File: src/rtl/core/drks_pkg.sv
// drks_pkg: types and constants for the delimited record key scanner.
// Used by delimited_record_key_scan; no dependencies.
`default_nettype none

package drks_pkg;

    typedef enum logic [1:0] {
        PH_ID     = 2'd0,
        PH_FIXED  = 2'd1,
        PH_FIELDS = 2'd2,
        PH_END    = 2'd3
    } phase_t;

    typedef logic [1:0] status_t;

    localparam status_t ST_FOUND     = 2'd0;
    localparam status_t ST_NOT_FOUND = 2'd1;
    localparam status_t ST_FORMAT    = 2'd2;

    localparam logic [7:0] FIELD_END  = 8'h7C;   // '|'
    localparam logic [7:0] RECORD_END = 8'h5E;   // '^'

    localparam int ID_BYTES     = 4;
    localparam int FIXED_BYTES  = 8;
    localparam int FIELD_COUNT  = 4;
    localparam int KEY_WIDTH    = 32;
    localparam int RESULT_WIDTH = 32;
    localparam int OUT_DATA_WIDTH = 40;

endpackage

`default_nettype wire

File: src/rtl/core/delimited_record_key_scan.sv
// delimited_record_key_scan: streaming record scanner that finds the record whose id
// matches search_key. Depends on drks_pkg.
`default_nettype none

// Takes one file byte per word and returns at most one result word per scan: found with
// the start offset of the matching record, not found, or a record format error with the
// number of bytes taken. A byte flagged tlast closes the scan and the next byte starts a
// new one at offset zero. One byte is accepted every cycle unless the input is stalled; a
// byte passes the input register and the scan state update, and its result is then written
// to the output register. A waiting result stalls the input only when the next byte also
// produces one. search_key is to be written only while the block is idle; the block does not enforce this.
module delimited_record_key_scan #(
    parameter int OFFSET_WIDTH = 32
) (
    input  wire logic        clk,
    input  wire logic        rst_n,

    input  wire logic        cfg_wr_en,
    input  wire logic [31:0] cfg_wr_data,     // search_key

    input  wire logic        s_axis_tvalid,
    output logic             s_axis_tready,
    input  wire logic [7:0]  s_axis_tdata,    // [7:0] data_byte
    input  wire logic        s_axis_tlast,    // last_byte

    output logic             m_axis_tvalid,
    input  wire logic        m_axis_tready,
    output logic [39:0]      m_axis_tdata     // [1:0] status, [33:2] record_offset, zero pad
);

    localparam int CNT_W = 4;
    localparam int FLD_W = 3;

    // configuration
    logic [drks_pkg::KEY_WIDTH-1:0] key_reg;

    // input register
    logic       in_valid_reg;
    logic [7:0] in_byte_reg;
    logic       in_last_reg;

    // scan state
    drks_pkg::phase_t               phase_reg, phase_next;
    logic [CNT_W-1:0]               cnt_reg, cnt_next;
    logic [drks_pkg::KEY_WIDTH-1:0] id_reg, id_next;
    logic [FLD_W-1:0]               fields_reg, fields_next;
    logic [OFFSET_WIDTH-1:0]        start_reg, start_next;
    logic [OFFSET_WIDTH-1:0]        offset_reg, offset_next;
    logic                           given_reg, given_next;

    // result register
    logic                  out_valid_reg;
    drks_pkg::status_t     out_status_reg;
    logic [31:0]           out_offset_reg;

    logic                           res_hit;
    drks_pkg::status_t              res_status;
    logic [OFFSET_WIDTH-1:0]        res_offset;
    logic [OFFSET_WIDTH+31:0]       res_offset_ext;
    logic [OFFSET_WIDTH-1:0]        taken;
    logic [drks_pkg::KEY_WIDTH-1:0] id_shift;
    logic [drks_pkg::KEY_WIDTH-1:0] id_merged;
    logic                           out_free;
    logic                           step;

    assign taken     = offset_reg + OFFSET_WIDTH'(1);
    assign id_shift  = {24'b0, in_byte_reg} << {cnt_reg[1:0], 3'b000};
    assign id_merged = id_reg | id_shift;

    always_comb
    begin
        phase_next  = phase_reg;
        cnt_next    = cnt_reg;
        id_next     = id_reg;
        fields_next = fields_reg;
        start_next  = start_reg;
        offset_next = taken;
        given_next  = given_reg;
        res_hit     = 1'b0;
        res_status  = drks_pkg::ST_FOUND;
        res_offset  = taken;

        if (!given_reg)
        begin
            unique case (phase_reg)
                drks_pkg::PH_ID:
                begin
                    id_next  = id_merged;
                    cnt_next = cnt_reg + CNT_W'(1);
                    if (cnt_reg == CNT_W'(drks_pkg::ID_BYTES - 1))
                    begin
                        if (id_merged == key_reg)
                        begin
                            res_hit    = 1'b1;
                            res_status = drks_pkg::ST_FOUND;
                            res_offset = start_reg;
                            given_next = 1'b1;
                        end
                        else
                        begin
                            phase_next = drks_pkg::PH_FIXED;
                            cnt_next   = '0;
                        end
                    end
                end
                drks_pkg::PH_FIXED:
                begin
                    cnt_next = cnt_reg + CNT_W'(1);
                    if (cnt_reg == CNT_W'(drks_pkg::FIXED_BYTES - 1))
                    begin
                        phase_next  = drks_pkg::PH_FIELDS;
                        fields_next = '0;
                    end
                end
                drks_pkg::PH_FIELDS:
                begin
                    if (in_byte_reg == drks_pkg::FIELD_END)
                    begin
                        fields_next = fields_reg + FLD_W'(1);
                        if (fields_reg == FLD_W'(drks_pkg::FIELD_COUNT - 1))
                            phase_next = drks_pkg::PH_END;
                    end
                end
                drks_pkg::PH_END:
                begin
                    if (in_byte_reg == drks_pkg::RECORD_END)
                    begin
                        phase_next  = drks_pkg::PH_ID;
                        cnt_next    = '0;
                        id_next     = '0;
                        fields_next = '0;
                        start_next  = taken;
                    end
                    else
                    begin
                        res_hit    = 1'b1;
                        res_status = drks_pkg::ST_FORMAT;
                        given_next = 1'b1;
                    end
                end
                default:
                begin
                    phase_next = drks_pkg::PH_ID;
                end
            endcase

            if (in_last_reg && !res_hit)
            begin
                res_hit    = 1'b1;
                res_status = (phase_next == drks_pkg::PH_ID) ? drks_pkg::ST_NOT_FOUND
                                                             : drks_pkg::ST_FORMAT;
                res_offset = taken;
            end
        end

        if (in_last_reg)
        begin
            phase_next  = drks_pkg::PH_ID;
            cnt_next    = '0;
            id_next     = '0;
            fields_next = '0;
            start_next  = '0;
            offset_next = '0;
            given_next  = 1'b0;
        end
    end

    assign res_offset_ext = {32'b0, res_offset};
    assign out_free       = !out_valid_reg || m_axis_tready;
    assign step           = in_valid_reg && (!res_hit || out_free);
    assign s_axis_tready  = !in_valid_reg || step;

    always_ff @(posedge clk or negedge rst_n)
    begin
        if (!rst_n)
        begin
            key_reg <= drks_pkg::KEY_WIDTH'(1);
        end
        else if (cfg_wr_en)
        begin
            key_reg <= cfg_wr_data;
        end
    end

    always_ff @(posedge clk or negedge rst_n)
    begin
        if (!rst_n)
        begin
            in_valid_reg <= 1'b0;
        end
        else if (s_axis_tready)
        begin
            in_valid_reg <= s_axis_tvalid;
        end
    end

    always_ff @(posedge clk)
    begin
        if (s_axis_tready && s_axis_tvalid)
        begin
            in_byte_reg <= s_axis_tdata;
            in_last_reg <= s_axis_tlast;
        end
    end

    always_ff @(posedge clk or negedge rst_n)
    begin
        if (!rst_n)
        begin
            phase_reg  <= drks_pkg::PH_ID;
            cnt_reg    <= '0;
            id_reg     <= '0;
            fields_reg <= '0;
            start_reg  <= '0;
            offset_reg <= '0;
            given_reg  <= 1'b0;
        end
        else if (step)
        begin
            phase_reg  <= phase_next;
            cnt_reg    <= cnt_next;
            id_reg     <= id_next;
            fields_reg <= fields_next;
            start_reg  <= start_next;
            offset_reg <= offset_next;
            given_reg  <= given_next;
        end
    end

    always_ff @(posedge clk or negedge rst_n)
    begin
        if (!rst_n)
        begin
            out_valid_reg <= 1'b0;
        end
        else if (out_free)
        begin
            out_valid_reg <= step && res_hit;
        end
    end

    always_ff @(posedge clk)
    begin
        if (out_free && step && res_hit)
        begin
            out_status_reg <= res_status;
            out_offset_reg <= res_offset_ext[31:0];
        end
    end

    assign m_axis_tvalid = out_valid_reg;
    assign m_axis_tdata  = {6'b0, out_offset_reg, out_status_reg};

endmodule

`default_nettype wire
File: config.mk
export PLATFORM = sky130hd
export DESIGN_NAME = delimited_record_key_scan
export DESIGN_NICKNAME = d
export VERILOG_FILES = /design/src/rtl/core/drks_pkg.sv /design/src/rtl/core/delimited_record_key_scan.sv
export SDC_FILE = /design/constraint.sdc
export NUM_CORES = 1
export LEC_CHECK = 0
export ABC_AREA = 1
export CAP_MARGIN = 40
export CORE_MARGIN = 5
export CORE_UTILIZATION = 64
export DETAILED_ROUTE_END_ITERATION = 8
export DONT_BUFFER_PORTS = 1
export PLACE_DENSITY = 0.81
export SETUP_SLACK_MARGIN = 0.1
export SLEW_MARGIN = 40
export SYNTH_ARGS = -nofsm -noshare
export SYNTH_HDL_FRONTEND = slang
export SYNTH_SLANG_ARGS = --single-unit
File: constraint.sdc
create_clock -name clk -period 4.2 [get_ports clk]
set_input_delay 0.84 -clock clk [delete_from_list [all_inputs] [get_ports clk]]
set_output_delay 0.84 -clock clk [all_outputs]
set_load 0.02 [all_outputs]
==> metrics.txt <==
routed vias/inst=~5.5; Worst R2R Setup Slack=approximately 0.86 ns; area share of the largest cell type after synthesis=0.3574; Ys Warns=0; setup ws final=0.5897 ns; Final period util=0.8596; Num CTS Buffers=17; clock latency on the worst-skew pair=0.44 ns; Avg Inst Size Synth=approximately 8 um^2; most frequent cells after synthesis=nand2_1 (455), inv_1 (151), dfrtp_1 (139), nand3_1 (85), nor2_1 (76); Setup WS pre-CTS=0.6884 ns; status=finished, final reports clean; I/O pins=88; Routed Antenna Nets=0; Max-Cap Viols=0; Worst Max-Slew Pin Slew=0.8417 ns; clk root buf=clkbuf_16; P per Cell Area=447.5 nW/um^2; final hold vios=0; GRT Max-Usage Layer=met2; min cycle time layout=around 3.6 ns; Req. time, crit path=roughly 3.4 ns; layout cells sized above 1=0.06275; grt ovf=0; static leakage=around 5.2 nW; met1 usage=0.3087; Slew Limit Fails=0; crit end category=output pin; final cell count without fillers=1415; Die Area=about 18000 um^2; met3 GRT Util=0.05740; Finish-stage setup viols=0; Worst Setup Path Type=reg -> out; post-CTS setup buffers=0; Cells after DPL=between 1000 and 1500; sequential power share=0.471; Tot GR Track Use=0.2512; first drt pass iteration count=6; CTS tree=yes; GR Util met2=0.4388; Fillers=about 1200; number of global-route vias before repair=~7600; area leader, netlist=dfrtp_1; Cells after Synth=1231; Placed Area=roughly 9700 um^2; arrival time at the worst endpoint=2.77 ns; Register Area=~4800 um^2; H-tree depth=4; unrepaired setup endpoints after global routing=false; initial antenna violation count=0; combinational share of power=0.197; Post-synth EDFFs=43; row cnt=45; area of the multi-input gates=roughly 4000 um^2; sequential element share of the synthesized area=0.4927; drt total wl=around 21000 um; ys flop type=dfrtp_1; crit-path max FO=16; routability cong.=around 0.9; Min-Delay Path Class=in -> async; Final Core Density=0.6833; internal power=between 3 and 4 mW; Die Ht=between 100 and 150 um; routed vias=between 7000 and 8000; initial core utilization=0.6474; DRT iter0 DRCs=700; CTS sink cnt=183; Tot Pwr=about 4.6 mW; DRC=0; Worst-path clk slew=about 0.070 ns; post-synthesis cell area=around 9700 um^2; first-pass GRT wire length=~36000 um; Nets=1268; setup_tns=0 ns; Hold Slack=approximately 0.09 ns; clock tree buffer depth=2; Core ar.=~15000 um^2; Clock Power Share=0.331; mean routed wirelength per cell=15.18 um; Worst Skew=0.01117 ns; Fmax=roughly 280 MHz; CTS Hold Bufs=0; post-DP HPWL=14140 um; Yosys reg bits=183; largest net degree at the start of global routing=roughly 140; Switching Share=0.3260; cts repair resizes=0; Worst VDD drop=around 0.34 mV; post-route cell area=around 10000 um^2; Synth area leaders=dfrtp_1 (36%), nand2_1 (18%), edfxtp_1 (13%), inv_1 (5.8%), nand3_1 (4.4%); sw power=1.499 mW; top-count cell post-synth=nand2_1; # diodes=0; Syn-to-layout area delta=5.541%; library cells used by synthesis=40; PortBufs=0; Die X=about 130 um; worst rel slew slack=0.4376; startpoint types=flop; ys async rst share=0.7650
==> routing by layer <==
| metal | share of wire | wire length (um) |
|---|---|---|
| met3 | 0.051 | 1085 |
| met1 | 0.41 | 8878 |
| met4 | 0.023 | 495 |
| met5 | 0 | 0 |
| met2 | 0.51 | 11020 |
==> area by class of cell <==
type / instances / share of cell area
Clock inverter: 14 / 0.01096
Tap cell: 188 / 0.02290
Timing Repair Buffer: 8 / 0.007430
Multi-Input combinational cell: 849 / 0.3918
Clock buffer: 18 / 0.04275
Inverter: 155 / 0.05713
Sequential cell: 183 / 0.4670
==> critical path, cell delays in order (launching register included) <==
cell,delay [ns]
dfrtp_1,0.49
inv_2,0.30
nand3_1,0.19
nand2_1,0.10
nand2_1,0.05
nand2_1,0.06
nand2_1,0.06
nor2_1,0.11
nand2_1,0.07
nor2_1,0.15
nand3_1,0.16
nand2_1,0.11
nand2_2,0.09
nand2_4,0.10
nand4_1,0.29
==> cells in the final DEF, fill, tap and decap left out, types with 17 or more instances in the layout <==
cell type	instances
a21oi_1	38
nor2_1	75
nand2_1	455
nand3_1	85
clkbuf_16	17
o21ai_0	56
o21ai_1	24
edfxtp_1	43
xor2_1	22
dfrtp_1	138
inv_1	151
==> logic make-up (layout without fill, tap and decap cells) <==
kind of cell,count (synthesis),count (layout),share of synthesized area
mux,20,20,0.02262
fa+ha+maj,8,8,0.01028
buf+inv,204,195,0.09795
flops,183,183,0.4927
simple gates,667,667,0.2890
other cells,1,6,0.0003853
xor+xnor,22,22,0.01980
compound gates,126,126,0.06723
==> power by group through the flow <==
stage | Sequential (mW) | Combinational (mW) | Clock (mW)
3_3_place_gp | 2.20 | 0.864 | 0
2_1_floorplan | 2.14 | 0.820 | 0
4_1_cts | 2.17 | 0.903 | 1.54
6_report | 2.17 | 0.908 | 1.52
5_1_grt | 2.19 | 1.04 | 1.62
3_5_place_dp | 2.20 | 0.897 | 0
==> path summary, 6_finish.rpt <==
path                                from                 end  cells past startpoint
max                           cnt_reg[0]       s_axis_tready                     14
min                                rst_n        start_reg[3]                      0
max reg2reg                   cnt_reg[0]  out_offset_reg[31]                     14
min reg2reg                start_reg[23]       start_reg[23]                      2
max in group asynchronous          rst_n          key_reg[0]                      0
min in group clk           start_reg[23]       start_reg[23]                      2
(Power assumes the default switching activity.)
